===== src/sv/pafk_pkg.sv =====
// ============================================================================
// pafk_pkg
// Shared types and constants for the planar arm forward kinematics unit.
// ============================================================================
package pafk_pkg;

    // Q15.8 result limits
    localparam int Q15_8_MAX = 8388607;
    localparam int Q15_8_MIN = -8388608;

    // CORDIC datapath: 30 fraction bits, guard bits for growth and sign
    localparam int CORDIC_STEPS = 28;
    localparam int CORDIC_W     = 34;
    localparam int CORDIC_Z_W   = 33;
    localparam logic signed [CORDIC_W-1:0] CORDIC_GAIN_Q30 = 34'sd652032874;

    // segment queue between front and back
    localparam int Q_DEPTH = 4;
    localparam int Q_PTR_W = $clog2(Q_DEPTH);
    localparam int Q_CNT_W = $clog2(Q_DEPTH + 1);

    // size fields and end-of-arm flag of one segment
    typedef struct packed {
        logic [15:0] size_x;
        logic [15:0] size_y;
        logic [15:0] size_z;
        logic        last;
    } t_seg_payload;

    // queue occupancy status
    typedef struct packed {
        logic full;
        logic empty;
    } t_q_status;

    // arctangent of 2^-i as a 32-bit phase (2^32 per turn)
    function automatic logic signed [CORDIC_Z_W-1:0] atan_phase(input int idx);
        logic signed [CORDIC_Z_W-1:0] v;
        case (idx)
            0:  v = 33'sd536870912;
            1:  v = 33'sd316933406;
            2:  v = 33'sd167458907;
            3:  v = 33'sd85004756;
            4:  v = 33'sd42667331;
            5:  v = 33'sd21354465;
            6:  v = 33'sd10679838;
            7:  v = 33'sd5340245;
            8:  v = 33'sd2670163;
            9:  v = 33'sd1335087;
            10: v = 33'sd667544;
            11: v = 33'sd333772;
            12: v = 33'sd166886;
            13: v = 33'sd83443;
            14: v = 33'sd41722;
            15: v = 33'sd20861;
            16: v = 33'sd10430;
            17: v = 33'sd5215;
            18: v = 33'sd2608;
            19: v = 33'sd1304;
            20: v = 33'sd652;
            21: v = 33'sd326;
            22: v = 33'sd163;
            23: v = 33'sd81;
            24: v = 33'sd41;
            25: v = 33'sd20;
            26: v = 33'sd10;
            27: v = 33'sd5;
            default: v = '0;
        endcase
        return v;
    endfunction

endpackage


===== src/sv/pafk_front.sv =====
// ============================================================================
// pafk_front
// Accepts segments, keeps the running joint angle sum and pushes each
// segment with its absolute angle into the queue.
// ============================================================================
module pafk_front
    import pafk_pkg::*;
#(
    parameter int ANGLE_BITS = 16
) (
    input  logic                  i_clk,
    input  logic                  i_rst_n,
    input  logic                  i_valid,
    output logic                  o_stall,
    input  logic [15:0]           i_joint_angle,
    input  logic [15:0]           i_size_x,
    input  logic [15:0]           i_size_y,
    input  logic [15:0]           i_size_z,
    input  logic                  i_last_segment,
    input  t_q_status             i_q_status,
    output logic                  o_push,
    output logic [ANGLE_BITS-1:0] o_sum,
    output t_seg_payload          o_pl
);

    logic [ANGLE_BITS-1:0] r_sum;
    logic [ANGLE_BITS-1:0] n_sum;
    logic [31:0]           w_joint_phase;
    logic [ANGLE_BITS-1:0] w_joint;

    // joint angle as the top bits of a 32-bit phase
    assign w_joint_phase = {i_joint_angle, 16'h0000};
    assign w_joint       = w_joint_phase[31 -: ANGLE_BITS];
    assign n_sum         = r_sum + w_joint;

    assign o_stall = i_q_status.full;
    assign o_push  = i_valid && !i_q_status.full;
    assign o_sum   = n_sum;
    assign o_pl    = '{size_x: i_size_x, size_y: i_size_y,
                       size_z: i_size_z, last: i_last_segment};

    // running sum, cleared after the last segment of an arm
    always_ff @(posedge i_clk) begin
        if (!i_rst_n) begin
            r_sum <= '0;
        end else if (o_push) begin
            r_sum <= i_last_segment ? '0 : n_sum;
        end
    end

endmodule


===== config.mk =====
export PLATFORM = sky130hd
export DESIGN_NAME = pafk_front
export DESIGN_NICKNAME = d
export VERILOG_FILES = /design/src/sv/pafk_pkg.sv /design/src/sv/pafk_front.sv
export SDC_FILE = /design/constraint.sdc
export NUM_CORES = 1
export LEC_CHECK = 0
export BUFFER_PORTS_ARGS = -buffer_cell sky130_fd_sc_hd__buf_2
export CAP_MARGIN = 30
export CORE_ASPECT_RATIO = 0.75
export CORE_MARGIN = 1.5
export CORE_UTILIZATION = 42
export DETAILED_ROUTE_END_ITERATION = 8
export GPL_ROUTABILITY_DRIVEN = 0
export PLACE_DENSITY = 0.92
export SLEW_MARGIN = 0
export SYNTH_ARGS = -nofsm -noshare
export SYNTH_HDL_FRONTEND = slang
export SYNTH_SLANG_ARGS = --single-unit
export TNS_END_PERCENT = 100

===== constraint.sdc =====
create_clock -name i_clk -period 3.45 [get_ports i_clk]
set_input_delay 0.69 -clock i_clk [delete_from_list [all_inputs] [get_ports i_clk]]
set_output_delay 0.69 -clock i_clk [all_outputs]
set_load 0.01 [all_outputs]

==> impl_metrics.yaml <==
hold_path:
  hp-class: "reg2reg"
  hold_path_startpoint: "r_sum[10]"
  whs_path_depth: 1
  holdPathEnd: "r_sum[10]"
synth:
  synth_most_common_cell: "buf_4"
  ys_types: 37
  yosys-top-cells-area: "buf_4 (23%), dfxtp_1 (19%), ha_1 (11%)"
  syn_area_per_cell_um2: 8.60
  netlist_area_um2: 1670
  async_flop_share_pct: 0
  synth-seq-area-share_pct: 19.2
  synth_top_area_cell: "buf_4"
  synth_fp_nets: 280
  netlist_top_cells_count: "buf_4 (52), dfxtp_1 (16), a21oi_1 (15), ha_1 (15), nand2_1 (11)"
  synthFlopType: "dfxtp_1"
  synth_top_area_share_pct: 23.4
  yosysWarnings: 0
  synth-edff-count: 0
  ys_ff_latch: 16
  postSynthCellCount: 194
critical_path:
  path_delay_family: "compound AO/OA/AOI/OAI gates"
  criticalPathCategory: "in2out"
  max_stage_delay_ps: 410
  reg2reg_depth: 8
  critical_path_arrival_ps: 2550
  crit_required_ps: 2760
  path_cells: "buf_2, ha_1, fa_1, a21o_2, nand3_1, a21oi_1, a41oi_1, xnor2_1, buf_2"
  r2r_setup_slack_ps: 1290
  critPathMaxFanout: 3
  slowest_stage: "fa_1"
  cp-start-kind: "input pin"
  crit_path_end_kind: "primary output"
  crit_top_cell: "buf_2"
  cp_num_buf_inv: 2
  rr_endpoint: "r_sum[10]"
  timing.rr.start: "r_sum[0]"
sta:
  max_freq_mhz: 309
  fin_setup_tns_ps: 0
  finalSetupViolCount: 0
  hold_viol: 0
  skew_ps: 3.40
  slew_headroom_pct: 59.2
  post-route-period-util_pct: 93.8
  max_slew.worst_pin.slew_ps: 609
  fin_crit_ps: 3240
  rsz0062_at_grt: "no"
  slew_violations: 0
detailed_routing:
  wirelength_um: 3380
  post_drt_wl_per_cell_um: 14.5
  drt_pass1_iterations: 4
  drc: 0
  vias: 1297
  drt_first_iter_violations: 77
  vias_per_cell: 5.57
  drt.antenna.violating_nets: 0
final_layout:
  fillers: 377
  post-route-util_pct: 41.5
  nets: 268
  n_antenna_cell: 0
  final_layout_size_suffix_gt1_share_pct: 29.3
  reg.largest.list: "r_sum x16"
  area_growth_pct: -7.05
  regMostFlops: "r_sum"
  largest_reg_flops: 16
status:
  status: "finished, final reports clean"
cts:
  insertion_delay_ps: 250
  cts_tree: "done"
  cts.reportedPaths.clkPinSlew_ps: 60
  cts_made_buffers: 3
  htreeDepth: 1
  cts_setup_buffers: 0
  cts_resized: 0
  numClockSinks: 16
  clockBufferDepth: 2
  clockRootBuffer: "clkbuf_8"
  hold_buffers: 0
floorplan:
  ios: 137
  initial_utilization_pct: 44.7
  die_area_um2: 4360
  die_x_um: 75.8
  core_area_um2: 3730
  die-height_um: 57.6
  num_rows: 19
global_route:
  antenna_found_initial: 0
  grt_overflow_total: 0
  grt_pass1_wl_um: 5360
  first_global_vias: 1205
  grt_max_degree: 14
  grt_util_all_layers_pct: 15.9
placed_design:
  portBuffers: 39
  dp_hpwl_um: 2580
power_and_ir_drop:
  peakVddDrop_uv: 116
  powerDensity_nw_per_um2: 339
  p_leak_nw: 0.720
job:
  cap_violations: 0
metal layers:
layer / part of all wire [%] / track usage, %
met1: 43 / 19.9
met4: 3.0 / 7.65
met3: 10 / 6.54
met2: 44 / 23.6
met5: 0 / 0
through the flow:
step | hold WS (ps) | setup slack (ps) | area [um^2] | cells | power, mW
finish | 481 | 213 | 1550 | 233 | 0.525
global route | 502 | 72.9 | 1550 | 233 | 0.555
CTS | 483 | 244 | 1550 | 233 | 0.529
detailed placement | 463 | 286 | 1500 | 229 | 0.360
global placement | 460 | 297 | 1500 | 229 | 0.355
floorplan | 446 | 635 | 1670 | 194 | 0.371
cells by family after synthesis:
kind of cell,count (synthesis),synth area share (%)
simple gates,37,11.7
compound gates,54,23.1
fa+ha+maj,16,12.5
xor+xnor,14,7.35
flops,16,19.2
buf+inv,57,26.2
area by class of cell:
class	instances	area, um^2	share of cell area [%]
multi-input cells	121	911	58.8
flip-flops and latches	16	320	20.7
repair buffers	39	195	12.6
well taps	52	65.1	4.20
clock buffers	4	55.1	3.55
inverters	1	3.75	0.242
worst max-delay path by stage:
| stage | startpoint | to | slack (ps) | cells after the start |
|---|---|---|---|---|
| 5_1_grt | i_joint_angle[0] | o_sum[10] | 70 | 9 |
| 6_report | i_joint_angle[0] | o_sum[10] | 210 | 9 |
| 3_3_place_gp | i_joint_angle[0] | o_sum[10] | 300 | 9 |
| 3_5_place_dp | i_joint_angle[0] | o_sum[10] | 290 | 9 |
| 2_1_floorplan | i_joint_angle[0] | o_sum[10] | 630 | 7 |
| 4_1_cts | i_joint_angle[0] | o_sum[10] | 240 | 9 |
layout by cell type, fill, tap and decap left out, types with 3 or more instances in the layout:
cell type	count
a21o_1	3
a21oi_1	15
a22o_1	9
a22oi_1	5
buf_2	39
clkbuf_8	4
dfxtp_1	16
ha_1	15
nand2_1	11
nand3_1	3
nor2_1	7
nor2b_1	7
o21ai_0	6
xnor2_1	7
xor2_1	7
report_power, final:
part           internal, mW  total [mW]  switching, mW
clock                 0.101       0.167         0.0660
sequential            0.192       0.196        0.00425
combinational        0.0681       0.162         0.0939
Note: power is estimated with default switching activity, not from simulation.
