`src/sv/pafk_pkg.sv`:
```
// ============================================================================
// pafk_pkg
// Shared types and constants for the planar arm forward kinematics unit.
// ============================================================================
package pafk_pkg;

    // Q15.8 result limits
    localparam int Q15_8_MAX = 8388607;
    localparam int Q15_8_MIN = -8388608;

    // CORDIC datapath: 30 fraction bits, guard bits for growth and sign
    localparam int CORDIC_STEPS = 28;
    localparam int CORDIC_W     = 34;
    localparam int CORDIC_Z_W   = 33;
    localparam logic signed [CORDIC_W-1:0] CORDIC_GAIN_Q30 = 34'sd652032874;

    // segment queue between front and back
    localparam int Q_DEPTH = 4;
    localparam int Q_PTR_W = $clog2(Q_DEPTH);
    localparam int Q_CNT_W = $clog2(Q_DEPTH + 1);

    // size fields and end-of-arm flag of one segment
    typedef struct packed {
        logic [15:0] size_x;
        logic [15:0] size_y;
        logic [15:0] size_z;
        logic        last;
    } t_seg_payload;

    // queue occupancy status
    typedef struct packed {
        logic full;
        logic empty;
    } t_q_status;

    // arctangent of 2^-i as a 32-bit phase (2^32 per turn)
    function automatic logic signed [CORDIC_Z_W-1:0] atan_phase(input int idx);
        logic signed [CORDIC_Z_W-1:0] v;
        case (idx)
            0:  v = 33'sd536870912;
            1:  v = 33'sd316933406;
            2:  v = 33'sd167458907;
            3:  v = 33'sd85004756;
            4:  v = 33'sd42667331;
            5:  v = 33'sd21354465;
            6:  v = 33'sd10679838;
            7:  v = 33'sd5340245;
            8:  v = 33'sd2670163;
            9:  v = 33'sd1335087;
            10: v = 33'sd667544;
            11: v = 33'sd333772;
            12: v = 33'sd166886;
            13: v = 33'sd83443;
            14: v = 33'sd41722;
            15: v = 33'sd20861;
            16: v = 33'sd10430;
            17: v = 33'sd5215;
            18: v = 33'sd2608;
            19: v = 33'sd1304;
            20: v = 33'sd652;
            21: v = 33'sd326;
            22: v = 33'sd163;
            23: v = 33'sd81;
            24: v = 33'sd41;
            25: v = 33'sd20;
            26: v = 33'sd10;
            27: v = 33'sd5;
            default: v = '0;
        endcase
        return v;
    endfunction

endpackage

```
`src/sv/pafk_queue.sv`:
```
// ============================================================================
// pafk_queue
// Short FIFO of segments between the front and the trig/matrix back end.
// ============================================================================
module pafk_queue
    import pafk_pkg::*;
#(
    parameter int ANGLE_BITS = 16
) (
    input  logic                  i_clk,
    input  logic                  i_rst_n,
    input  logic                  i_push,
    input  logic [ANGLE_BITS-1:0] i_sum,
    input  t_seg_payload          i_pl,
    input  logic                  i_pop,
    output t_q_status             o_status,
    output logic [ANGLE_BITS-1:0] o_sum,
    output t_seg_payload          o_pl
);

    logic [ANGLE_BITS-1:0] r_sum_q [0:Q_DEPTH-1];
    t_seg_payload          r_pl_q  [0:Q_DEPTH-1];
    logic [Q_PTR_W-1:0]    r_wr_ptr;
    logic [Q_PTR_W-1:0]    r_rd_ptr;
    logic [Q_CNT_W-1:0]    r_count;
    logic                  w_wr;
    logic                  w_rd;

    assign o_status.full  = (r_count == Q_CNT_W'(Q_DEPTH));
    assign o_status.empty = (r_count == '0);
    assign w_wr = i_push && !o_status.full;
    assign w_rd = i_pop && !o_status.empty;

    assign o_sum = r_sum_q[r_rd_ptr];
    assign o_pl  = r_pl_q[r_rd_ptr];

    // entry storage
    always_ff @(posedge i_clk) begin
        if (w_wr) begin
            r_sum_q[r_wr_ptr] <= i_sum;
            r_pl_q[r_wr_ptr]  <= i_pl;
        end
    end

    // pointers and fill count
    always_ff @(posedge i_clk) begin
        if (!i_rst_n) begin
            r_wr_ptr <= '0;
            r_rd_ptr <= '0;
            r_count  <= '0;
        end else begin
            if (w_wr) r_wr_ptr <= r_wr_ptr + 1'b1;
            if (w_rd) r_rd_ptr <= r_rd_ptr + 1'b1;
            case ({w_wr, w_rd})
                2'b10:   r_count <= r_count + 1'b1;
                2'b01:   r_count <= r_count - 1'b1;
                default: r_count <= r_count;
            endcase
        end
    end

endmodule

```
`config.mk`:
```
export PLATFORM = sky130hd
export DESIGN_NAME = pafk_queue
export DESIGN_NICKNAME = d
export VERILOG_FILES = /design/src/sv/pafk_pkg.sv /design/src/sv/pafk_queue.sv
export SDC_FILE = /design/constraint.sdc
export NUM_CORES = 1
export LEC_CHECK = 0
export BUFFER_PORTS_ARGS = -buffer_cell sky130_fd_sc_hd__buf_4
export CAP_MARGIN = 15
export CELL_PAD_IN_SITES_DETAIL_PLACEMENT = 0
export CELL_PAD_IN_SITES_GLOBAL_PLACEMENT = 1
export CORE_MARGIN = 2
export CORE_UTILIZATION = 50
export CTS_BUF_LIST = sky130_fd_sc_hd__clkbuf_16
export CTS_CLUSTER_SIZE = 28
export DETAILED_ROUTE_END_ITERATION = 10
export HOLD_SLACK_MARGIN = 0.15
export MAX_ROUTING_LAYER = met4
export PLACE_DENSITY = 0.85
export SLEW_MARGIN = 20
export SYNTH_ARGS = -nofsm -noshare
export SYNTH_HDL_FRONTEND = slang
export SYNTH_SLANG_ARGS = --single-unit
```
`constraint.sdc`:
```
create_clock -name i_clk -period 3.2 [get_ports i_clk]
set_clock_uncertainty 0.05 [all_clocks]
set_input_delay 0.64 -clock i_clk [delete_from_list [all_inputs] [get_ports i_clk]]
set_output_delay 0.64 -clock i_clk [all_outputs]
set_load 0.02 [all_outputs]
```
==> results of run 1 <==
[sequential cells by signal (all words and copies together), names as in the netlist, named ones only]
| register | cells |
|---|---|
| r_wr_ptr | 2 |
| r_sum_q | 64 |
| r_count | 3 |
| r_pl_q | 196 |
| r_rd_ptr | 2 |
[power by group through the flow]
| stage | sequential, mW | combinational [mW] | clock, mW |
|---|---|---|---|
| 5_1_grt | 4.46 | 2.60 | 3.58 |
| 2_1_floorplan | 4.39 | 1.67 | 0 |
| 6_report | 4.42 | 2.44 | 3.39 |
| 3_3_place_gp | 4.47 | 2.45 | 0 |
| 4_1_cts | 4.43 | 2.49 | 3.45 |
| 3_5_place_dp | 4.50 | 2.48 | 0 |
[cells in the mapped netlist (2+ instances only)]
| library cell | number |
|---|---|
| edfxtp_1 | 260 |
| mux4_2 | 65 |
| dfxtp_1 | 9 |
| nand2_1 | 7 |
| and2_1 | 6 |
| buf_2 | 6 |
| inv_1 | 6 |
| buf_12 | 5 |
| ha_1 | 5 |
| o21ai_0 | 5 |
| a21boi_0 | 2 |
| clkbuf_1 | 2 |
| mux2i_1 | 2 |
| nor2b_1 | 2 |
| or3_1 | 2 |
[per-stage QoR]
stage	cells	total power [mW]	cell area [um^2]	setup WS (ps)	hold WS, ps
floorplan	393	6.07	9910	173	411
global route	841	10.6	12300	166	243
detailed placement	790	6.98	11300	686	438
finish	841	10.3	12300	310	259
global placement	790	6.92	11300	781	423
CTS	840	10.4	12300	232	236
[kinds of logic after synthesis]
| logic type | Yosys count |
|---|---|
| XOR/XNOR | 2 |
| AND/OR/NAND/NOR | 20 |
| buffers and inverters | 22 |
| AO/OA/AOI/OAI | 7 |
| multiplexers | 67 |
| flip-flops | 269 |
| adder cells (fa/ha/maj) | 6 |
[how the worst max path moves through the flow]
stage | endpoint | slack, ps | cells after the start
2_1_floorplan | r_pl_q[2][0] | 170 | 3
3_3_place_gp | r_pl_q[2][34] | 780 | 4
3_5_place_dp | r_count[2] | 690 | 9
4_1_cts | o_pl[24] | 230 | 3
5_1_grt | o_pl[24] | 170 | 3
6_report | o_pl[37] | 310 | 3
[critical path: cells and delay by family (launching register included)]
family / cells / cell delay, ps
buf+inv: 2 / 490
flops: 1 / 610
mux: 1 / 550
[per-layer routing]
layer,vias to the layer above,track usage,wire (um)
li1,1994,-,-
met1,2321,0.231,7340
met2,168,0.285,8840
met3,33,0.0507,1600
met4,0,0.0496,388
met5,-,-,0
[cell type report]
cell class	instances	area, um^2
antenna	1	2.50
clock buffer	27	676
clock inverter	23	307
fill	1289	7180
inverter	6	22.5
multi-input combinational	102	1750
sequential	269	8000
tap	265	332
timing repair buffer	148	1200
==> impl_metrics.yaml, run 1 <==
pwr:
  leakagePower_nw: 4.17
  power.share.clock: 0.330
  powerDensity_nw_per_um2: 834
  switchingPower_mw: 2.66
  irDropWorstVdd_mv: 0.421
  p_int_mw: 7.59
  p_sw_frac: 0.259
  power_frac_comb: 0.238
  seqPwrFrac: 0.432
yosys:
  async_flop_share: 0
  synth.avg_cell_area_um2: 25.2
  synth_top_family_by_area: "multiplexers"
  ys.flop_type: "edfxtp_1"
  ys_seq_elements: 269
  synth_compound_area_frac: 0.00404
  synth_edf_count: 260
  yosys.area.top_type: "edfxtp_1"
  synth_xor_area_frac: 0.00177
  syn_nets: 468
  synth.area.top_cells: "edfxtp_1 (79%), mux4_2 (15%), dfxtp_1 (1.8%)"
  synth-simple-area-share: 0.0119
  yosysSeqAreaShare: 0.806
  synth_fa_ha_area_frac: 0.00833
  synth_top_area_frac: 0.788
  yosys_warnings: 0
  synth_cell_types: 24
  syn_area_um2: 9910
  synth_cells: 393
  synthMuxAreaShare: 0.150
layout:
  areaGrowthSynthToFinish_pct: 23.9
  final_util: 0.631
  layout_common_cells: "edfxtp_1 (260), buf_4 (141), mux4_2 (65)"
  nNetsFinal: 629
  drive_gt1_frac: 0.449
  final_common_cell: "edfxtp_1"
cts:
  clockBufferDepth: 3
  cts_setup_buffers: 0
  clk_latency_ps: 520
  holdBufCountCts: 0
  cts_resized: 0
  cts.sinks: 269
  htreeDepth: 1
  cts_buffers: 27
  clockRootBuffer: "clkbuf_16"
  cts_tree: "done"
  clk_pin_slew_ps: 60
sta:
  worstMarginPinSlew_ps: 571
  setup_tns_ps: 0
  maxClockFrequency_mhz: 346
  setup_viol: 0
  period_share: 0.903
  rsz0062_at_grt: "false"
  slew_headroom: 0.619
  slew_viol_final: 0
  finalHoldViolCount: 0
  finalCriticalPeriod_ps: 2890
global_routing:
  grt_pass1_vias: 4851
  antenna_found_initial: 1
  gr-total-overflow: 0
  grt_usage: 0.179
  grt_pass1_wl_um: 27100
  grt_max_degree: 37
critical_path:
  reg2reg_slack_ps: 820
  path_class: "reg2out"
  crit_chain: "buf_12 -> mux4_2 -> buf_4"
  cp.arrival_ps: 2200
  timing.rr.start: "r_count[2]"
  critPathMaxStageDelay_ps: 610
  cp-start-kind: "register"
  crit_fanout: 28
  crit_path_end_kind: "primary output"
  crit_slowest_cell: "dfxtp_4"
  reg2reg_to: "r_count[2]"
  crit_required_ps: 2510
  reg2regPathDepth: 9
die:
  core_area_um2: 19500
  die_w_um: 145
  die_h_um: 145
  num_rows: 51
  dieArea_um2: 21000
  ioPinCount: 136
  start_util: 0.509
detailed_routing:
  wl_per_cell_um: 21.6
  wl_um: 18200
  route.detailed.drc: 0
  via_per_inst: 5.37
  drtAntennaViolNets: 0
  firstDrtPassIters: 5
  vias: 4516
  drt_iter0_markers: 305
hold_path:
  hold_end: "r_pl_q[2][32]"
  hold_path.class: "in2reg"
  hold_start: "i_pl[32]"
  min_delay_path_depth: 1
placed_design:
  gp_congestion: 0.758
  io_buffers: 135
  hpwl_um: 11700
outcome:
  status: "finished, final reports clean"
run:
  maxCapViolCount: 0
No activity file was read; power rests on OpenSTA's default activity.
==> run 2, diff against run 1 <==
--- a/config.mk
+++ b/config.mk
@@ -14,6 +14,7 @@
 export CTS_BUF_LIST = sky130_fd_sc_hd__clkbuf_16
 export CTS_CLUSTER_SIZE = 28
 export DETAILED_ROUTE_END_ITERATION = 10
+export GPL_TIMING_DRIVEN = 0
 export HOLD_SLACK_MARGIN = 0.15
 export MAX_ROUTING_LAYER = met4
 export PLACE_DENSITY = 0.85
==> run 2 against run 1 <==
Effect of this change:
- routed wire length decreased by 4.6%
- sequential cell count unchanged
- total power shrank 1.8%
- sequential power is 2% lower
- critical path type unchanged
==> impl_metrics.yaml, run 2 (synthesized netlist as in run 1, its figures left out) <==
hold_path:
  hold_path.class: "in2reg"
  min_delay_path_depth: 1
  hold_start: "i_pl[31]"
  hold_end: "r_pl_q[2][31]"
layout:
  largest_register_ffs: 196
  top_regs: "r_pl_q (196), r_sum_q (64), r_count (3)"
  fill_cells: 1314
  postLayoutCellArea_um2: 12200
  antenna_cells: 0
  layout_common_cells: "edfxtp_1 (260), buf_4 (135), mux4_2 (65)"
  final_common_cell: "edfxtp_1"
  fin_cells: 844
  areaGrowthSynthToFinish_pct: 23.5
  drive_gt1_frac: 0.451
  largest-register: "r_pl_q"
  nNetsFinal: 634
sta:
  setup_viol: 0
  hold_slack_ps: 272
  fin_ws_ps: 469
  slew_viol_final: 0
  maxClockFrequency_mhz: 366
  finalHoldViolCount: 0
  slew_headroom: 0.565
  worstMarginPinSlew_ps: 652
  rsz0062_at_grt: "false"
  period_share: 0.853
  finalCriticalPeriod_ps: 2730
critical_path:
  cp-start-kind: "register"
  cp_common_cell: "buf_2"
  crit_required_ps: 2510
  path_class: "reg2out"
  reg2reg_slack_ps: 570
  crit_slowest_cell: "mux4_2"
  crit_chain: "buf_2 -> buf_2 -> mux4_2 -> buf_4"
  critPathMaxStageDelay_ps: 370
  timing.rr.start: "r_count[2]"
  crit_path_end_kind: "primary output"
  critPathTopFamily: "buffers and inverters"
  path_buf_inv: 3
  reg2regPathDepth: 10
  crit_fanout: 10
  reg2reg_to: "r_count[2]"
  cp.arrival_ps: 2040
placed_design:
  dp.cells: 796
  placed_area_um2: 11300
  place_ws_ps: 536
  gp_congestion: 0.643
  hpwl_um: 10800
  io_buffers: 134
global_routing:
  grt_usage: 0.174
  grt_pass1_wl_um: 26700
  gr-total-overflow: 0
  grt_pass1_vias: 4893
  grt_max_degree: 41
  antenna_found_initial: 0
cts:
  clk_pin_slew_ps: 60
  holdBufCountCts: 0
  cts_tree: "done"
  cts_resized: 0
  clockBufferDepth: 3
  clockRootBuffer: "clkbuf_16"
  htreeDepth: 1
  cts_buffers: 26
  cts_setup_buffers: 0
  clk_latency_ps: 510
  cts.sinks: 269
detailed_routing:
  drt_iter0_markers: 246
  wl_per_cell_um: 20.5
  drtAntennaViolNets: 0
  via_per_inst: 5.38
  route.detailed.drc: 0
  vias: 4544
  firstDrtPassIters: 4
  wl_um: 17300
die:
  dieArea_um2: 21000
  core_area_um2: 19500
  num_rows: 51
  die_w_um: 145
  die_h_um: 145
  ioPinCount: 136
  start_util: 0.509
pwr:
  powerDensity_nw_per_um2: 822
  leakagePower_nw: 4.15
  irDropWorstVdd_mv: 0.564
run:
  maxCapViolCount: 0
outcome:
  status: "finished, final reports clean"
[run 2: cell count changes in the layout (fill, tap and decap cells not counted), moves of 3 or more]
cell / before / now
buf_4: 141 / 135
inv_1: 12 / 9
bufinv_16: 8 / 5
clkinv_2: 1 / 5
buf_2: 0 / 6
[run 2: layer usage]
metal  track usage  vias to the layer above  part of all wire
met5             -                        -                 0
met3        0.0352                       23             0.067
met2         0.291                      158              0.50
met4        0.0368                        0             0.013
li1              -                     1998                 -
met1         0.225                     2365              0.42
[run 2: how the worst max path moves through the flow]
stage                   from            end  slack (ps)  depth (start not counted)
floorplan             i_push   r_pl_q[2][0]         170                          3
global placement      i_push  r_pl_q[3][16]       -1190                          4
detailed placement    i_push     r_count[2]         540                         10
CTS                 register       o_pl[47]         430                          4
global route        register      o_sum[14]         370                          4
finish              register      o_sum[14]         470                          4
[run 2: layout make-up]
class                           instances  area, um^2  share of cell area
Multi-Input combinational cell        102        1750               0.143
Buffer                                 16         161              0.0132
Clock buffer                           27         676              0.0552
Sequential cell                       269        7990               0.652
Clock inverter                         21         228              0.0186
Tap cell                              265         332              0.0271
Inverter                                6        22.5             0.00184
Timing Repair Buffer                  138        1090              0.0887
[run 2: metrics by stage]
step                utilization  power (mW)  TNS [ps]
detailed placement        0.583        7.04         0
CTS                       0.629        10.2         0
global route              0.629        10.5         0
global placement          0.578        6.97   -306640
finish                    0.629        10.1         0
floorplan                     -        6.07         0
[run 2: where the power goes]
| part | internal, mW | switching, mW |
|---|---|---|
| Clock | 1.93 | 1.23 |
| Sequential | 4.24 | 0.0917 |
| Combinational | 1.25 | 1.33 |
